**config.mk**
```make
export PLATFORM = sky130hd
export DESIGN_NAME = traffic_lamp_command_slave
export DESIGN_NICKNAME = d
export VERILOG_FILES = /design/src/hw/rtl/tlcs_pkg.sv /design/src/hw/rtl/traffic_lamp_command_slave.sv /design/src/hw/rtl/tlcs_front.sv /design/src/hw/rtl/tlcs_queue.sv /design/src/hw/rtl/tlcs_back.sv
export SDC_FILE = /design/constraint.sdc
export NUM_CORES = 1
export LEC_CHECK = 0
export ABC_AREA = 1
export BUFFER_PORTS_ARGS = -buffer_cell sky130_fd_sc_hd__buf_2
export CAP_MARGIN = 20
export CORE_ASPECT_RATIO = 1.75
export CORE_MARGIN = 8
export CORE_UTILIZATION = 62
export CTS_CLUSTER_SIZE = 14
export DETAILED_ROUTE_END_ITERATION = 8
export GPL_ROUTABILITY_DRIVEN = 0
export PLACE_DENSITY = 0.77
export SETUP_SLACK_MARGIN = 0.2
export SYNTH_ARGS = -nofsm -noshare
export SYNTH_HDL_FRONTEND = slang
export SYNTH_SLANG_ARGS = --single-unit
```
**constraint.sdc**
```tcl
create_clock -name clock -period 3.8 [get_ports clock]
set_input_delay 0.76 -clock clock [delete_from_list [all_inputs] [get_ports clock]]
set_output_delay 0.76 -clock clock [all_outputs]
set_load 0.01 [all_outputs]
```
**src/hw/rtl/tlcs_pkg.sv**
```systemverilog
// Shared types, constants and word-matching helpers for the traffic lamp
// command slave. No dependencies; every other RTL file refers to this package.
`default_nettype none

package tlcs_pkg;

   localparam int unsigned DataWidth   = 16;
   localparam int unsigned WordCount   = 4;
   localparam int unsigned QueueDepth  = 2;
   localparam int unsigned QueuePtrW   = $clog2(QueueDepth);
   localparam int unsigned QueueCountW = $clog2(QueueDepth + 1);

   localparam logic [3:0] ALL_WORDS = 4'b1111;

   // Lamp bit positions inside the three-bit lamp drive.
   localparam int unsigned LAMP_RED_BIT    = 0;
   localparam int unsigned LAMP_YELLOW_BIT = 1;
   localparam int unsigned LAMP_GREEN_BIT  = 2;

   localparam logic [2:0] LAMP_NONE   = 3'b000;
   localparam logic [2:0] LAMP_RED    = 3'b001;
   localparam logic [2:0] LAMP_YELLOW = 3'b010;
   localparam logic [2:0] LAMP_GREEN  = 3'b100;

   // Reset values of the configuration registers.
   localparam logic [DataWidth-1:0] TIMEOUT_RESET      = 16'd8000;
   localparam logic [DataWidth-1:0] BLINK_HALF_RESET   = 16'd400;
   localparam logic [DataWidth-1:0] RED_DELAY_RESET    = 16'd500;
   localparam logic [DataWidth-1:0] YELLOW_DELAY_RESET = 16'd1800;

   typedef enum logic [1:0] {
      CSR_TIMEOUT      = 2'd0,
      CSR_BLINK_HALF   = 2'd1,
      CSR_RED_DELAY    = 2'd2,
      CSR_YELLOW_DELAY = 2'd3
   } csr_index_type;

   typedef enum logic [1:0] {
      WORD_RED    = 2'd0,
      WORD_YELLOW = 2'd1,
      WORD_GREEN  = 2'd2,
      WORD_LONG   = 2'd3
   } word_type;

   // One classified item as it travels from the front end to the back end.
   typedef struct packed {
      logic     is_tick;
      logic     hit;
      word_type word;
   } cmd_type;

   function automatic logic [2:0] word_len(input logic [1:0] w);
      logic [2:0] len;
      case (w)
         WORD_RED:    len = 3'd3;
         WORD_YELLOW: len = 3'd6;
         WORD_GREEN:  len = 3'd5;
         WORD_LONG:   len = 3'd4;
         default:     len = 3'd0;
      endcase
      return len;
   endfunction

   function automatic logic [7:0] word_char(input logic [1:0] w, input logic [2:0] pos);
      logic [7:0] c;
      case ({w, pos})
         {WORD_RED, 3'd0}:    c = "R";
         {WORD_RED, 3'd1}:    c = "E";
         {WORD_RED, 3'd2}:    c = "D";
         {WORD_YELLOW, 3'd0}: c = "Y";
         {WORD_YELLOW, 3'd1}: c = "E";
         {WORD_YELLOW, 3'd2}: c = "L";
         {WORD_YELLOW, 3'd3}: c = "L";
         {WORD_YELLOW, 3'd4}: c = "O";
         {WORD_YELLOW, 3'd5}: c = "W";
         {WORD_GREEN, 3'd0}:  c = "G";
         {WORD_GREEN, 3'd1}:  c = "R";
         {WORD_GREEN, 3'd2}:  c = "E";
         {WORD_GREEN, 3'd3}:  c = "E";
         {WORD_GREEN, 3'd4}:  c = "N";
         {WORD_LONG, 3'd0}:   c = "L";
         {WORD_LONG, 3'd1}:   c = "O";
         {WORD_LONG, 3'd2}:   c = "N";
         {WORD_LONG, 3'd3}:   c = "G";
         default:             c = 8'h00;
      endcase
      return c;
   endfunction

   // Candidates that still fit after seeing character ch at position pos.
   function automatic logic [3:0] filter_words(input logic [3:0] cands,
                                               input logic [2:0] pos,
                                               input logic [7:0] ch);
      logic [3:0] keep;
      keep = '0;
      for (int w = 0; w < WordCount; w++) begin
         keep[w] = cands[w] && (pos < word_len(w[1:0])) && (word_char(w[1:0], pos) == ch);
      end
      return keep;
   endfunction

endpackage

`default_nettype wire

```
**src/hw/rtl/traffic_lamp_command_slave.sv**
```systemverilog
// Traffic lamp command slave: serial command words and millisecond ticks in,
// lamp drive words out. One word per cycle sustained while the queue has room;
// each input passes the matcher, the two-entry queue and the result register.
// The queue lets input continue while a result waits on rsp_stall.
// Synchronous reset clears the matcher, queue, lamps, timers and blinking and
// loads the register defaults (8000, 400, 500, 1800 ticks).
`default_nettype none

module traffic_lamp_command_slave (
   input  wire logic                           clock,
   input  wire logic                           reset,
   input  wire logic                           csr_write,
   input  wire logic [1:0]                     csr_index,
   input  wire logic [tlcs_pkg::DataWidth-1:0] csr_wdata,
   input  wire logic                           req_valid,
   output logic                                req_stall,
   input  wire logic                           req_kind,
   input  wire logic [7:0]                     req_rx_byte,
   output logic                                rsp_valid,
   input  wire logic                           rsp_stall,
   output logic                                rsp_red_on,
   output logic                                rsp_yellow_on,
   output logic                                rsp_green_on,
   output logic                                rsp_ack,
   output logic                                rsp_blinking
);

   logic              queue_full, push, pop, head_valid;
   tlcs_pkg::cmd_type push_cmd, head_cmd;

   tlcs_front u_front (
      .clock       (clock),
      .reset       (reset),
      .req_valid   (req_valid),
      .req_kind    (req_kind),
      .req_rx_byte (req_rx_byte),
      .queue_full  (queue_full),
      .req_stall   (req_stall),
      .push        (push),
      .push_cmd    (push_cmd)
   );

   tlcs_queue u_queue (
      .clock      (clock),
      .reset      (reset),
      .push       (push),
      .push_cmd   (push_cmd),
      .pop        (pop),
      .full       (queue_full),
      .head_valid (head_valid),
      .head_cmd   (head_cmd)
   );

   tlcs_back u_back (
      .clock         (clock),
      .reset         (reset),
      .csr_write     (csr_write),
      .csr_index     (csr_index),
      .csr_wdata     (csr_wdata),
      .head_valid    (head_valid),
      .head_cmd      (head_cmd),
      .pop           (pop),
      .rsp_stall     (rsp_stall),
      .rsp_valid     (rsp_valid),
      .rsp_red_on    (rsp_red_on),
      .rsp_yellow_on (rsp_yellow_on),
      .rsp_green_on  (rsp_green_on),
      .rsp_ack       (rsp_ack),
      .rsp_blinking  (rsp_blinking)
   );

   // Bytes are ignored once blinking has latched.
   a_no_ack_when_blinking: assert property (@(posedge clock) disable iff (reset)
      rsp_valid && rsp_ack |-> !rsp_blinking)
      else $error("acknowledge reported while blinking");

   // Blinking drives only the yellow lamp.
   a_blink_yellow_only: assert property (@(posedge clock) disable iff (reset)
      rsp_valid && rsp_blinking |-> !rsp_red_on && !rsp_green_on)
      else $error("red or green lamp lit while blinking");

   // A tick never acknowledges a command.
   a_tick_no_ack: assert property (@(posedge clock) disable iff (reset)
      push && push_cmd.is_tick |-> !push_cmd.hit)
      else $error("tick classified as a command word");

endmodule

`default_nettype wire

```
**src/hw/rtl/tlcs_front.sv**
```systemverilog
// Front end: accepts input words and runs the command-word matcher.
// Depends on tlcs_pkg for the word tables and the cmd_type struct.
`default_nettype none

module tlcs_front (
   input  wire logic            clock,
   input  wire logic            reset,
   input  wire logic            req_valid,
   input  wire logic            req_kind,
   input  wire logic [7:0]      req_rx_byte,
   input  wire logic            queue_full,
   output logic                 req_stall,
   output logic                 push,
   output tlcs_pkg::cmd_type    push_cmd
);

   logic [2:0] pos_ff, pos_in;
   logic [3:0] cand_ff, cand_in;

   logic [3:0] keep_cont, keep_restart, keep;
   logic [2:0] new_pos;
   logic       restart, hit;
   logic [1:0] hit_word;

   assign req_stall = queue_full;
   assign push      = req_valid && !queue_full;

   always_comb begin
      keep_cont    = tlcs_pkg::filter_words(cand_ff, pos_ff, req_rx_byte);
      keep_restart = tlcs_pkg::filter_words(tlcs_pkg::ALL_WORDS, 3'd0, req_rx_byte);
      // A character that breaks every candidate is retried as a first letter.
      restart      = (keep_cont == 4'd0);
      keep         = restart ? keep_restart : keep_cont;
      new_pos      = (restart ? 3'd0 : pos_ff) + 3'd1;
      hit          = 1'b0;
      hit_word     = tlcs_pkg::WORD_RED;
      for (int w = 0; w < tlcs_pkg::WordCount; w++) begin
         if (!hit && keep[w] && (tlcs_pkg::word_len(w[1:0]) == new_pos)) begin
            hit      = 1'b1;
            hit_word = w[1:0];
         end
      end
   end

   always_comb begin
      pos_in  = pos_ff;
      cand_in = cand_ff;
      if (push && !req_kind) begin
         if (keep == 4'd0 || hit) begin
            pos_in  = 3'd0;
            cand_in = tlcs_pkg::ALL_WORDS;
         end else begin
            pos_in  = new_pos;
            cand_in = keep;
         end
      end
   end

   always_comb begin
      push_cmd.is_tick = req_kind;
      push_cmd.hit     = !req_kind && hit;
      push_cmd.word    = tlcs_pkg::word_type'(hit_word);
   end

   always_ff @(posedge clock) begin
      if (reset) begin
         pos_ff  <= 3'd0;
         cand_ff <= tlcs_pkg::ALL_WORDS;
      end else begin
         pos_ff  <= pos_in;
         cand_ff <= cand_in;
      end
   end

endmodule

`default_nettype wire

```
**src/hw/rtl/tlcs_queue.sv**
```systemverilog
// Short register queue that decouples the matcher from the lamp back end.
// Depends on tlcs_pkg for its depth and the cmd_type entry.
`default_nettype none

module tlcs_queue (
   input  wire logic               clock,
   input  wire logic               reset,
   input  wire logic               push,
   input  wire tlcs_pkg::cmd_type  push_cmd,
   input  wire logic               pop,
   output logic                    full,
   output logic                    head_valid,
   output tlcs_pkg::cmd_type       head_cmd
);

   tlcs_pkg::cmd_type entry_ff [tlcs_pkg::QueueDepth];

   logic [tlcs_pkg::QueuePtrW-1:0]   wr_ptr_ff, wr_ptr_in;
   logic [tlcs_pkg::QueuePtrW-1:0]   rd_ptr_ff, rd_ptr_in;
   logic [tlcs_pkg::QueueCountW-1:0] count_ff, count_in;

   localparam logic [tlcs_pkg::QueuePtrW-1:0] LastPtr =
      tlcs_pkg::QueuePtrW'(tlcs_pkg::QueueDepth - 1);

   assign full       = (count_ff == tlcs_pkg::QueueCountW'(tlcs_pkg::QueueDepth));
   assign head_valid = (count_ff != '0);
   assign head_cmd   = entry_ff[rd_ptr_ff];

   always_comb begin
      wr_ptr_in = wr_ptr_ff;
      rd_ptr_in = rd_ptr_ff;
      count_in  = count_ff;
      if (push) begin
         wr_ptr_in = (wr_ptr_ff == LastPtr) ? '0 : wr_ptr_ff + 1'b1;
      end
      if (pop) begin
         rd_ptr_in = (rd_ptr_ff == LastPtr) ? '0 : rd_ptr_ff + 1'b1;
      end
      if (push && !pop) begin
         count_in = count_ff + 1'b1;
      end else if (pop && !push) begin
         count_in = count_ff - 1'b1;
      end
   end

   always_ff @(posedge clock) begin
      if (push) begin
         entry_ff[wr_ptr_ff] <= push_cmd;
      end
   end

   always_ff @(posedge clock) begin
      if (reset) begin
         wr_ptr_ff <= '0;
         rd_ptr_ff <= '0;
         count_ff  <= '0;
      end else begin
         wr_ptr_ff <= wr_ptr_in;
         rd_ptr_ff <= rd_ptr_in;
         count_ff  <= count_in;
      end
   end

endmodule

`default_nettype wire

```
**src/hw/rtl/tlcs_back.sv**
```systemverilog
// Back end: configuration registers, lamp scheduling, silence timeout and
// blinking, plus the registered result word. Depends on tlcs_pkg.
`default_nettype none

module tlcs_back (
   input  wire logic                           clock,
   input  wire logic                           reset,
   input  wire logic                           csr_write,
   input  wire logic [1:0]                     csr_index,
   input  wire logic [tlcs_pkg::DataWidth-1:0] csr_wdata,
   input  wire logic                           head_valid,
   input  wire tlcs_pkg::cmd_type              head_cmd,
   output logic                                pop,
   input  wire logic                           rsp_stall,
   output logic                                rsp_valid,
   output logic                                rsp_red_on,
   output logic                                rsp_yellow_on,
   output logic                                rsp_green_on,
   output logic                                rsp_ack,
   output logic                                rsp_blinking
);

   localparam int unsigned W = tlcs_pkg::DataWidth;

   logic [W-1:0] timeout_ff, blink_half_ff, red_delay_ff, yellow_delay_ff;

   logic [2:0]   lamp_ff, lamp_in;
   logic [2:0]   pend_ff, pend_in;
   logic [W-1:0] countdown_ff, countdown_in;
   logic [W-1:0] silence_ff, silence_in;
   logic [W-1:0] blink_cnt_ff, blink_cnt_in;
   logic         blink_ff, blink_in;
   logic         ack_in;
   logic         rsp_valid_ff, rsp_valid_in;
   logic [2:0]   rsp_lamp_ff;
   logic         rsp_ack_ff, rsp_blink_ff;

   logic [W-1:0] blink_step, count_step;
   logic [2:0]   sched_lamps;
   logic [W-1:0] sched_delay;

   // The result register frees up when its word is taken, so a new item can
   // be executed in the same cycle.
   assign pop          = head_valid && (!rsp_valid_ff || !rsp_stall);
   assign rsp_valid_in = pop || (rsp_valid_ff && rsp_stall);

   always_comb begin
      blink_step  = (blink_cnt_ff != {W{1'b1}}) ? blink_cnt_ff + 1'b1 : blink_cnt_ff;
      count_step  = (countdown_ff != '0) ? countdown_ff - 1'b1 : countdown_ff;
      sched_lamps = tlcs_pkg::LAMP_YELLOW;
      sched_delay = '0;
      case (head_cmd.word)
         tlcs_pkg::WORD_RED: begin
            sched_lamps = tlcs_pkg::LAMP_RED;
            sched_delay = red_delay_ff;
         end
         tlcs_pkg::WORD_YELLOW: begin
            sched_lamps = tlcs_pkg::LAMP_YELLOW;
            sched_delay = yellow_delay_ff;
         end
         tlcs_pkg::WORD_GREEN: begin
            sched_lamps = tlcs_pkg::LAMP_GREEN;
         end
         tlcs_pkg::WORD_LONG: begin
            sched_lamps = tlcs_pkg::LAMP_YELLOW;
         end
         default: begin
            sched_lamps = tlcs_pkg::LAMP_YELLOW;
         end
      endcase
   end

   always_comb begin
      lamp_in      = lamp_ff;
      pend_in      = pend_ff;
      countdown_in = countdown_ff;
      silence_in   = silence_ff;
      blink_cnt_in = blink_cnt_ff;
      blink_in     = blink_ff;
      ack_in       = 1'b0;
      if (pop) begin
         if (blink_ff) begin
            if (head_cmd.is_tick) begin
               if (blink_step >= blink_half_ff) begin
                  lamp_in[tlcs_pkg::LAMP_YELLOW_BIT] = !lamp_ff[tlcs_pkg::LAMP_YELLOW_BIT];
                  blink_cnt_in = '0;
               end else begin
                  blink_cnt_in = blink_step;
               end
            end
         end else if (!head_cmd.is_tick) begin
            silence_in = '0;
            if (head_cmd.hit) begin
               ack_in = 1'b1;
               if (sched_delay == '0) begin
                  lamp_in      = sched_lamps;
                  pend_in      = tlcs_pkg::LAMP_NONE;
                  countdown_in = '0;
               end else begin
                  pend_in      = sched_lamps;
                  countdown_in = sched_delay;
               end
            end
         end else if (pend_ff != tlcs_pkg::LAMP_NONE) begin
            // The silence timer is cleared while a delayed change is pending.
            silence_in   = '0;
            countdown_in = count_step;
            if (count_step == '0) begin
               lamp_in = pend_ff;
               pend_in = tlcs_pkg::LAMP_NONE;
            end
         end else if (silence_ff >= timeout_ff) begin
            blink_in     = 1'b1;
            lamp_in      = tlcs_pkg::LAMP_YELLOW;
            blink_cnt_in = '0;
            pend_in      = tlcs_pkg::LAMP_NONE;
            countdown_in = '0;
         end else begin
            silence_in = silence_ff + 1'b1;
         end
      end
   end

   always_ff @(posedge clock) begin
      if (reset) begin
         timeout_ff      <= tlcs_pkg::TIMEOUT_RESET;
         blink_half_ff   <= tlcs_pkg::BLINK_HALF_RESET;
         red_delay_ff    <= tlcs_pkg::RED_DELAY_RESET;
         yellow_delay_ff <= tlcs_pkg::YELLOW_DELAY_RESET;
      end else if (csr_write) begin
         case (csr_index)
            tlcs_pkg::CSR_TIMEOUT:      timeout_ff      <= csr_wdata;
            tlcs_pkg::CSR_BLINK_HALF:   blink_half_ff   <= csr_wdata;
            tlcs_pkg::CSR_RED_DELAY:    red_delay_ff    <= csr_wdata;
            tlcs_pkg::CSR_YELLOW_DELAY: yellow_delay_ff <= csr_wdata;
            default: begin
            end
         endcase
      end
   end

   always_ff @(posedge clock) begin
      if (reset) begin
         lamp_ff      <= tlcs_pkg::LAMP_NONE;
         pend_ff      <= tlcs_pkg::LAMP_NONE;
         countdown_ff <= '0;
         silence_ff   <= '0;
         blink_cnt_ff <= '0;
         blink_ff     <= 1'b0;
         rsp_valid_ff <= 1'b0;
      end else begin
         lamp_ff      <= lamp_in;
         pend_ff      <= pend_in;
         countdown_ff <= countdown_in;
         silence_ff   <= silence_in;
         blink_cnt_ff <= blink_cnt_in;
         blink_ff     <= blink_in;
         rsp_valid_ff <= rsp_valid_in;
      end
   end

   always_ff @(posedge clock) begin
      if (pop) begin
         rsp_lamp_ff  <= lamp_in;
         rsp_ack_ff   <= ack_in;
         rsp_blink_ff <= blink_in;
      end
   end

   assign rsp_valid     = rsp_valid_ff;
   assign rsp_red_on    = rsp_lamp_ff[tlcs_pkg::LAMP_RED_BIT];
   assign rsp_yellow_on = rsp_lamp_ff[tlcs_pkg::LAMP_YELLOW_BIT];
   assign rsp_green_on  = rsp_lamp_ff[tlcs_pkg::LAMP_GREEN_BIT];
   assign rsp_ack       = rsp_ack_ff;
   assign rsp_blinking  = rsp_blink_ff;

endmodule

`default_nettype wire
```
==> results.toml, run 1 <==
[synthesis]
synth-edff-count = 13
ys_ff_latch = 145
ys_seq_area_share_pct = 34.87
synth-main-ff-cell = "dfxtp_1"
syn-cell-area_sq_mm = 0.008697
ys_warn_count = 0
synthTopCellsByArea = "dfxtp_1, nand2_1, inv_1, a21oi_1, o21ai_0"
yosysMostFrequentCell = "nand2_1"
yosysUniqueCellTypes = 51
synth_top_area_share_pct = 30.38
yosysTopAreaCell = "dfxtp_1"
avgSynthCellArea_sq_um = 6.908
synthArstFlopShare_pct = 0
syn_nets = 1333
syn_inst = 1259
synth.top_cells.by_count = "nand2_1, inv_1, nor2_1"

[timing]
worst_pin_slew_ps = 651.2
finalCriticalPeriod_ps = 3287
setup_ws_ps = 512.5
slew_violations = 0
fmax_mhz = 304.2
fin_hold_ws_ps = 450.4
tns_ps = 0
slew_headroom_pct = 56.54
hold_viol = 0
rsz0062_at_grt = "no"
setup_viol = 0
finClkSkew_ps = 10.92
period_share_pct = 86.51

[grt]
gr-total-overflow = 0
grt_max_degree = 49
track_usage_pct = 25.79
grt_pass1_vias = 8145
grt_pass1_wl_mm = 38.44
grt_antenna_before_repair = 0

[cts]
clk_pin_slew_ps = 70
clk_latency_ps = 430
cts_sinks = 145
ctsHoldBuffers = 0
cts_buffer_depth = 2
cts_buffers = 17
cts_tree = "yes"
cts_max_level = 4
root_buffer = "clkbuf_16"

[pwr]
total_power_mw = 7.247
switching_power_mw = 3.370
seq_power_share_pct = 28.3
power_switching_share_pct = 46.50
ir_drop_mv = 0.4832
pwr-share-comb_pct = 48.1
powerDensity_mw_per_mm2 = 749.2
pwr-share-clk_pct = 23.6
p_int_mw = 3.877
power.leakage_nw = 4.304

[final_layout]
multiInputGateArea_sq_mm = 0.004823
n_antenna_cell = 0
final_util_pct = 69.91
fillCellCount = 1235
drive_gt1_share_pct = 12.58
seqCellArea_sq_mm = 0.003034
syn_to_final_growth_pct = 11.22
nets = 1365

[route]
viasPerCell = 5.689
drt_iter0_markers = 500
drt-total-wl_mm = 23.50
ant_nets = 0
drtPass1Iterations = 5
remaining_drc_errors = 0
wl_per_cell_um = 15.87
routed-via-count = 8426

[placed_design]
pre_cts_slack_ps = 385.1
dp_hpwl_mm = 17.55
io_buffers = 38

[setup_path]
worstSetupPathType = "flip-flop to flip-flop"
required_ps = 3980
start_kind = "flip-flop"
r2r-start = "u_back.blink_cnt_ff[0]"
cp_data_arrival_time_ps = 3460
cp-end-kind = "flip-flop"
crit_path_start = "u_back.blink_cnt_ff[0]"
worstPathMaxFanout = 3

[floorplanning]
num_rows = 57
initial_core_util_pct = 62.86
core_area_sq_mm = 0.01384
io_pins = 39
fp.dieH_um = 172.7
dieArea_sq_mm = 0.01822
fp.dieW_um = 105.5

[min_path]
hold_path.class = "flip-flop to flip-flop"
min-delay-start = "u_back.yellow_delay_ff[15]"

[status]
status = "complete, no violations"

[job]
drv_cap = 0
-- power by group through the flow --
stage,Combinational [mW],Clock (mW),Sequential [mW]
after floorplan,2.60,0,2.03
after global placement,3.39,0,2.07
after detailed placement,3.43,0,2.07
after CTS,3.45,1.71,2.04
after global routing,3.90,1.79,2.08
final,3.49,1.71,2.05
-- critical path, cell delays in order (launching register included) --
cell and delay (ps):
dfxtp_2 350, ha_1 180, nand2_2 80, nor3_4 230, nand4_1 200, buf_4 190, o21ai_0 390, inv_1 90
ha_1 290, nand4_1 120, nor2_1 260, nand3_1 140, nand2_1 90, nand2_1 60, xor2_1 140, nand2_1 60
nand3_1 110, nand2_1 50
-- registers in the layout (all words and copies together) (netlist names), 8 cells and up, named ones only --
name / cells
u_back.countdown_ff: 16
u_back.yellow_delay_ff: 16
u_back.blink_half_ff: 16
u_back.silence_ff: 16
u_back.timeout_ff: 16
u_queue.entry_ff: 8
u_back.red_delay_ff: 16
u_back.blink_cnt_ff: 16
-- layout by cell type, fill, tap and decap left out, types with 8 or more instances in the layout --
cell type,netlist,layout
a211oi_1,21,21
a21oi_1,116,116
buf_2,7,38
buf_4,1,15
clkbuf_16,0,17
dfxtp_1,132,131
edfxtp_1,13,13
ha_1,42,42
inv_1,165,165
inv_2,7,8
nand2_1,235,234
nand2_2,14,15
nand3_1,69,68
nand3_2,10,11
nand4_1,15,15
nor2_1,144,144
nor2_2,14,13
nor3_1,12,10
o211ai_1,14,14
o21ai_0,110,109
o21ai_1,10,11
xor2_1,13,13
-- cell type report --
cell class	count	area share (%)
Clock buffer	17	4.398
Clock inverter	15	1.759
Inverter	178	6.985
Multi-Input combinational cell	895	49.86
Sequential cell	145	31.37
Tap cell	177	2.289
Timing Repair Buffer	54	3.337
-- stage by stage --
stage / area [sq um] / cells
detailed placement: 9015 / 1446
finish: 9673 / 1481
global route: 9673 / 1481
CTS: 9610 / 1478
floorplan: 8697 / 1259
global placement: 9015 / 1446
-- path summary, 6_finish.rpt --
path / end / slack [ps] / depth (start not counted)
max: u_back.rsp_lamp_ff[1] / 510 / 17
min: u_back.yellow_delay_ff[15] / 450 / 2
max reg2reg: u_back.rsp_lamp_ff[1] / 510 / 17
min reg2reg: u_back.yellow_delay_ff[15] / 450 / 2
-- logic make-up after synthesis --
kind of cell,synth area share (%)
AOI/OAI and AO/OA,19.65
DFF,34.87
and+or+nand+nor,28.01
adders and majority gates,6.042
buffers and inverters,10.11
xor gates and xnor gates,1.309
-- routing by layer --
metal  vias up  wire (um)  global-route usage (%)
li1       4233          -                       -
met1      3846       8796                   26.06
met2       269      12540                   48.05
met3        78       1019                   4.617
met4         0       1137                   14.16
met5         -          0                       0
-- repair_timing --
item,4_1_cts,5_1_grt
setup endpoints to repair,0,18
buffers inserted,0,3
gates resized for setup,0,11
Note: power is estimated with default switching activity, not from simulation.
==> inputs of run 2 (changes only) <==
SYNTH_HIERARCHICAL = 1   (was not set)
==> run 2 against run 1 <==
Via count increased by 1.5%; worst setup slack improved by 38 ps; utilization decreased by 0.23 points; hold slack improved by 0.67 ps; total power decreased by 5.7%; first-iteration DRC count increased by 25%; synthesized area decreased by 0.42%; critical path type unchanged; largest cell class unchanged.
==> results.toml, run 2 <==
[cts]
cts_max_level = 4
cts_sinks = 145
cts_buffers = 17
root_buffer = "clkbuf_16"
cts_buffer_depth = 2
clk_latency_ps = 420
clk_pin_slew_ps = 70
cts_setup_buffers = 0
cts_tree = "yes"

[pwr]
power_switching_share_pct = 44.76
switching_power_mw = 3.058
seq_power_share_pct = 28.6
pwr-share-clk_pct = 25.6
p_int_mw = 3.775
pwr-share-comb_pct = 45.8
ir_drop_mv = 0.3752
power.leakage_nw = 4.351
powerDensity_mw_per_mm2 = 712.3

[route]
highest_layer = "met4"
drt_iter0_markers = 627
ant_nets = 0
remaining_drc_errors = 0
wl_per_cell_um = 16.01
drt-total-wl_mm = 24.01
viasPerCell = 5.703
wl_met2_mm = 12.54
routed-via-count = 8555
drt-met1-wl_mm = 8.897
drtPass1Iterations = 8
wl_met3_mm = 1.118

[synthesis]
synth.top_cells.by_count = "nand2_1, inv_1, nor2_1"
avgSynthCellArea_sq_um = 6.740
yosysUniqueCellTypes = 45
synth-main-ff-cell = "dfxtp_1"
syn_nets = 1358
ys_seq_area_share_pct = 35.02
synthTopCellsByArea = "dfxtp_1, nand2_1, inv_1, nor2_1, a21oi_1"
syn_inst = 1285
synth_top_area_share_pct = 30.51
syn-cell-area_sq_mm = 0.008661
ys_ff_latch = 145
ys_warn_count = 6
yosysTopAreaCell = "dfxtp_1"
synthArstFlopShare_pct = 0
synth-edff-count = 13
yosysMostFrequentCell = "nand2_1"

[setup_path]
critPathMostFrequentCell = "nand2_1"
path_cells = "ha_1 > nand2_2 > nor2_1 > nand4_1 > inv_1 > nand2_1 > nand2_1 > nor2_1 > o21bai_1 > inv_1 > ha_1 > a21oi_1 > o21ai_0 > nand2_1 > o211ai_1 > nand2_1 > nand3_2 > inv_1 > buf_6 > nand2_1 > nor2_1 > o21ai_0 > a21oi_1"
cp-end-kind = "flip-flop"
start_kind = "flip-flop"
reg2regPathDepth = 23
cp.depth = 23
cp_data_arrival_time_ps = 3590
crit_path_top_delay_cell = "dfxtp_2"
cp_num_buf_inv = 4
worstSetupPathType = "flip-flop to flip-flop"
path_delay_family = "simple AND/OR/NAND/NOR gates"
critPathMaxStageDelay_ps = 360
worstPathMaxFanout = 12
required_ps = 4140

[timing]
slew_violations = 0
fmax_mhz = 307.8
tns_ps = 0
slew_headroom_pct = 38.54
fin_hold_ws_ps = 451.1
worst_pin_slew_ps = 919.4
finalCriticalPeriod_ps = 3249
period_share_pct = 85.51
rsz0062_at_grt = "no"
setup_viol = 0
finClkSkew_ps = 19.90
hold_viol = 0

[final_layout]
syn_to_final_growth_pct = 10.75
drive_gt1_share_pct = 10.36
layout_commonest_cell = "nand2_1"
mostFrequentLayoutCells = "nand2_1, inv_1, nor2_1"
nets = 1383
n_antenna_cell = 0

[min_path]
hold_path.class = "flip-flop to flip-flop"
hold_depth = 2

[job]
drv_cap = 0

[floorplanning]
dieArea_sq_mm = 0.01816
io_pins = 39
initial_core_util_pct = 62.92
fp.dieW_um = 105.3
core_area_sq_mm = 0.01376
num_rows = 57
fp.dieH_um = 172.4

[grt]
grt_pass1_vias = 8247
gr-total-overflow = 0
grt_pass1_wl_mm = 38.44
grt_max_degree = 81
grt_antenna_before_repair = 0
track_usage_pct = 26.30

[placed_design]
dp_hpwl_mm = 17.72
io_buffers = 38

[status]
status = "complete, no violations"
[run 2: cell type report]
type / instances / area, sq um
fillers: 1235 / 4173
multi-input cells: 917 / 4767
clock inverters: 14 / 167.7
inverters: 181 / 681.9
repair buffers: 48 / 269.0
clock buffers: 18 / 450.4
well taps: 177 / 221.5
flip-flops and latches: 145 / 3034
[run 2: kinds of logic after synthesis]
group                    count (synthesis)  synth area share [%]
AO/OA/AOI/OAI                          272                 17.10
XOR/XNOR                                11                 1.112
adder cells (fa/ha/maj)                 41                 5.923
multiplexers                             4                0.5200
flip-flops                             145                 35.02
AND/OR/NAND/NOR                        589                 30.02
buffers and inverters                  223                 10.30
[run 2: path summary, 6_finish.rpt]
check / startpoint / end / slack (ps)
worst min register to register: u_back/yellow_delay_ff[2] / u_back/yellow_delay_ff[2] / 450
worst min-delay path: u_back/yellow_delay_ff[2] / u_back/yellow_delay_ff[2] / 450
worst max-delay path: u_back/blink_cnt_ff[0] / u_back/blink_cnt_ff[8] / 550
worst max register to register: u_back/blink_cnt_ff[0] / u_back/blink_cnt_ff[8] / 550
[run 2: stage by stage]
| stage | cells | cell area (sq um) | utilization [%] | setup WS [ps] | power [mW] |
|---|---|---|---|---|---|
| after floorplan | 1285 | 8661 | - | 790.4 | 4.305 |
| after global placement | 1468 | 8937 | 64.93 | 456.6 | 4.992 |
| after detailed placement | 1468 | 8937 | 64.93 | 375.0 | 5.035 |
| after CTS | 1500 | 9555 | 69.42 | 367.2 | 6.798 |
| after global routing | 1500 | 9592 | 69.68 | 184.6 | 7.303 |
| final | 1500 | 9592 | 69.68 | 550.6 | 6.833 |
[run 2: layer usage]
metal	up-vias	global-route usage [%]
met3	97	4.067
met2	341	48.64
met1	3853	25.85
met5	-	0
li1	4264	-
met4	0	19.73
[run 2: timing repair]
item,4_1_cts,5_1_grt
setup endpoints to repair,0,16
gates resized for setup,0,8
hold buffers,0,0
[run 2: tightest hold or removal path: stages, from the launching register on]
cell,delay (ps)
dfxtp_1,300
inv_1,60
a21oi_1,50
[run 2: power groups by stage]
stage | logic, mW | registers [mW] | clock network, mW
floorplan | 2.35 | 1.95 | 0
global placement | 3.01 | 1.98 | 0
detailed placement | 3.05 | 1.98 | 0
CTS | 3.08 | 1.95 | 1.77
global route | 3.48 | 1.98 | 1.84
finish | 3.13 | 1.96 | 1.75
==> inputs of run 3 (changes only) <==
PLACE_DENSITY = 0.9   (was 0.77)
==> run 3 against run 2 <==
Design area is 0.23% lower; sequential power is essentially flat; non-clock buffer count up 1; via count is 5.4% higher; maximum frequency decreased by 4.4%; register-to-register slack worse by 150 ps; utilization is 0.16 points lower; hold slack better by 2.7 ps; worst setup slack got worse by 150 ps; critical path type unchanged; largest power group unchanged.
==> results.toml, run 3 (synthesis results as in run 2) <==
[final_layout]
drive_gt1_share_pct = 10.27
nets = 1384
fillCellCount = 1058
postLayoutCellArea_sq_mm = 0.009569
final_util_pct = 69.52
layout_commonest_cell = "nand2_1"
mostFrequentLayoutCells = "nand2_1, inv_1, nor2_1"
n_antenna_cell = 0
syn_to_final_growth_pct = 10.49
multiInputGateArea_sq_mm = 0.004762
seqCellArea_sq_mm = 0.003034

[placed_design]
placed_area_sq_mm = 0.008950
dp_hpwl_mm = 17.44
io_buffers = 38

[timing]
finalCriticalPeriod_ps = 3398
tns_ps = 0
worst_pin_slew_ps = 978.6
finClkSkew_ps = 10.86
setup_viol = 0
fin_hold_ws_ps = 453.9
fmax_mhz = 294.3
rsz0062_at_grt = "no"
slew_violations = 0
hold_viol = 0
period_share_pct = 89.43
slew_headroom_pct = 34.57

[setup_path]
cp_data_arrival_time_ps = 3700
reg2regPathDepth = 20
cp-end-kind = "flip-flop"
required_ps = 4100
critPathMaxStageDelay_ps = 380
start_kind = "flip-flop"
reg2reg_setup_slack_ps = 400
r2r-start = "u_back/blink_cnt_ff[7]"
crit_path_top_delay_cell = "dfxtp_1"
worstSetupPathType = "flip-flop to flip-flop"
worstPathMaxFanout = 12
path_cells = "inv_1 > nor2_1 > nand3_1 > nor3_1 > nand3_1 > inv_1 > nand3_1 > o21ai_0 > inv_1 > ha_1 > nand4_1 > nor3_1 > nand3_1 > nand3_2 > inv_1 > buf_4 > nand2_1 > nor2_1 > o21ai_0 > a21oi_1"
path_delay_family = "simple AND/OR/NAND/NOR gates"
cp_num_buf_inv = 5
crit_path_start = "u_back/blink_cnt_ff[7]"
r2r_end = "u_back/blink_cnt_ff[8]"

[pwr]
seq_power_share_pct = 29.1
ir_drop_mv = 0.4511
power.leakage_nw = 4.337
pwr-share-comb_pct = 46.5
total_power_mw = 6.788
pwr-share-clk_pct = 24.4
p_int_mw = 3.710
powerDensity_mw_per_mm2 = 709.4
power_switching_share_pct = 45.35
switching_power_mw = 3.078

[route]
wl_per_cell_um = 16.61
remaining_drc_errors = 0
wl_met2_mm = 12.68
viasPerCell = 6.007
drt_iter0_markers = 985
drt-met1-wl_mm = 8.696
ant_nets = 0
highest_layer = "met4"
wl_met3_mm = 1.768
routed-via-count = 9017
drt-total-wl_mm = 24.94
drtPass1Iterations = 6

[cts]
ctsHoldBuffers = 0
root_buffer = "clkbuf_16"
cts_tree = "yes"
clk_pin_slew_ps = 60
clk_latency_ps = 420
cts_buffers = 17
cts_max_level = 4
cts_sinks = 145
cts_buffer_depth = 2

[floorplanning]
fp.dieW_um = 105.3
core_area_sq_mm = 0.01376
num_rows = 57
io_pins = 39
initial_core_util_pct = 62.92
dieArea_sq_mm = 0.01816
fp.dieH_um = 172.4

[min_path]
min-delay-start = "u_back/yellow_delay_ff[2]"
hold_path.class = "flip-flop to flip-flop"
hold_end = "u_back/yellow_delay_ff[2]"
hold_depth = 2

[grt]
grt_pass1_vias = 8569
track_usage_pct = 27.36
grt_max_degree = 60
grt_pass1_wl_mm = 39.81
gr-total-overflow = 0
grt_antenna_before_repair = 0

[status]
status = "complete, no violations"

[job]
drv_cap = 0
## run 3: final cells by class
| class | instances | share of cell area (%) |
|---|---|---|
| repair buffers | 49 | 2.981 |
| flip-flops and latches | 145 | 31.71 |
| inverters | 181 | 7.126 |
| well taps | 177 | 2.314 |
| clock buffers | 18 | 4.485 |
| clock inverters | 14 | 1.621 |
| multi-input cells | 917 | 49.76 |
## run 3: worst max-delay path by stage
stage          cells after the start  slack (ps)                       to
2_1_floorplan                     20         790  u_back/blink_cnt_ff[10]
3_3_place_gp                      21         500   u_back/blink_cnt_ff[6]
3_5_place_dp                      21         390   u_back/blink_cnt_ff[8]
4_1_cts                           21         340   u_back/blink_cnt_ff[8]
5_1_grt                           20         130   u_back/blink_cnt_ff[8]
6_report                          20         400   u_back/blink_cnt_ff[8]
## run 3: power by group through the flow
stage | sequential (mW) | clock [mW] | combinational (mW)
global route | 1.99 | 1.73 | 3.54
finish | 1.97 | 1.66 | 3.16
detailed placement | 1.99 | 0 | 3.03
global placement | 1.98 | 0 | 2.96
floorplan | 1.95 | 0 | 2.35
CTS | 1.96 | 1.67 | 3.06
## run 3: worst reg2reg max path, stage by stage (launching register included)
cell and delay, ps:
dfxtp_1 380, inv_1 70, nor2_1 160, nand3_1 120
nor3_1 310, nand3_1 180, inv_1 110, nand3_1 60
o21ai_0 80, inv_1 80, ha_1 330, nand4_1 130
nor3_1 300, nand3_1 150, nand3_2 180, inv_1 80
buf_4 190, nand2_1 70, nor2_1 30, o21ai_0 200
a21oi_1 70
## run 3: metal layers
metal | up-vias | global-route usage, %
met5 | - | 0
met4 | 0 | 22.66
met3 | 166 | 5.970
met2 | 518 | 48.47
met1 | 4067 | 26.82
li1 | 4266 | -
## run 3: through the flow
stage | worst slack (ps) | cells
finish | 401.7 | 1501
global route | 128.1 | 1501
CTS | 341.9 | 1500
detailed placement | 392.4 | 1468
global placement | 498.4 | 1468
floorplan | 790.4 | 1285
## run 3: timing repair
item,4_1_cts,5_1_grt
endpoints found under the setup margin,0,15
hold endpoints to repair,0,0
setup buffers,0,1
resized for setup,0,6
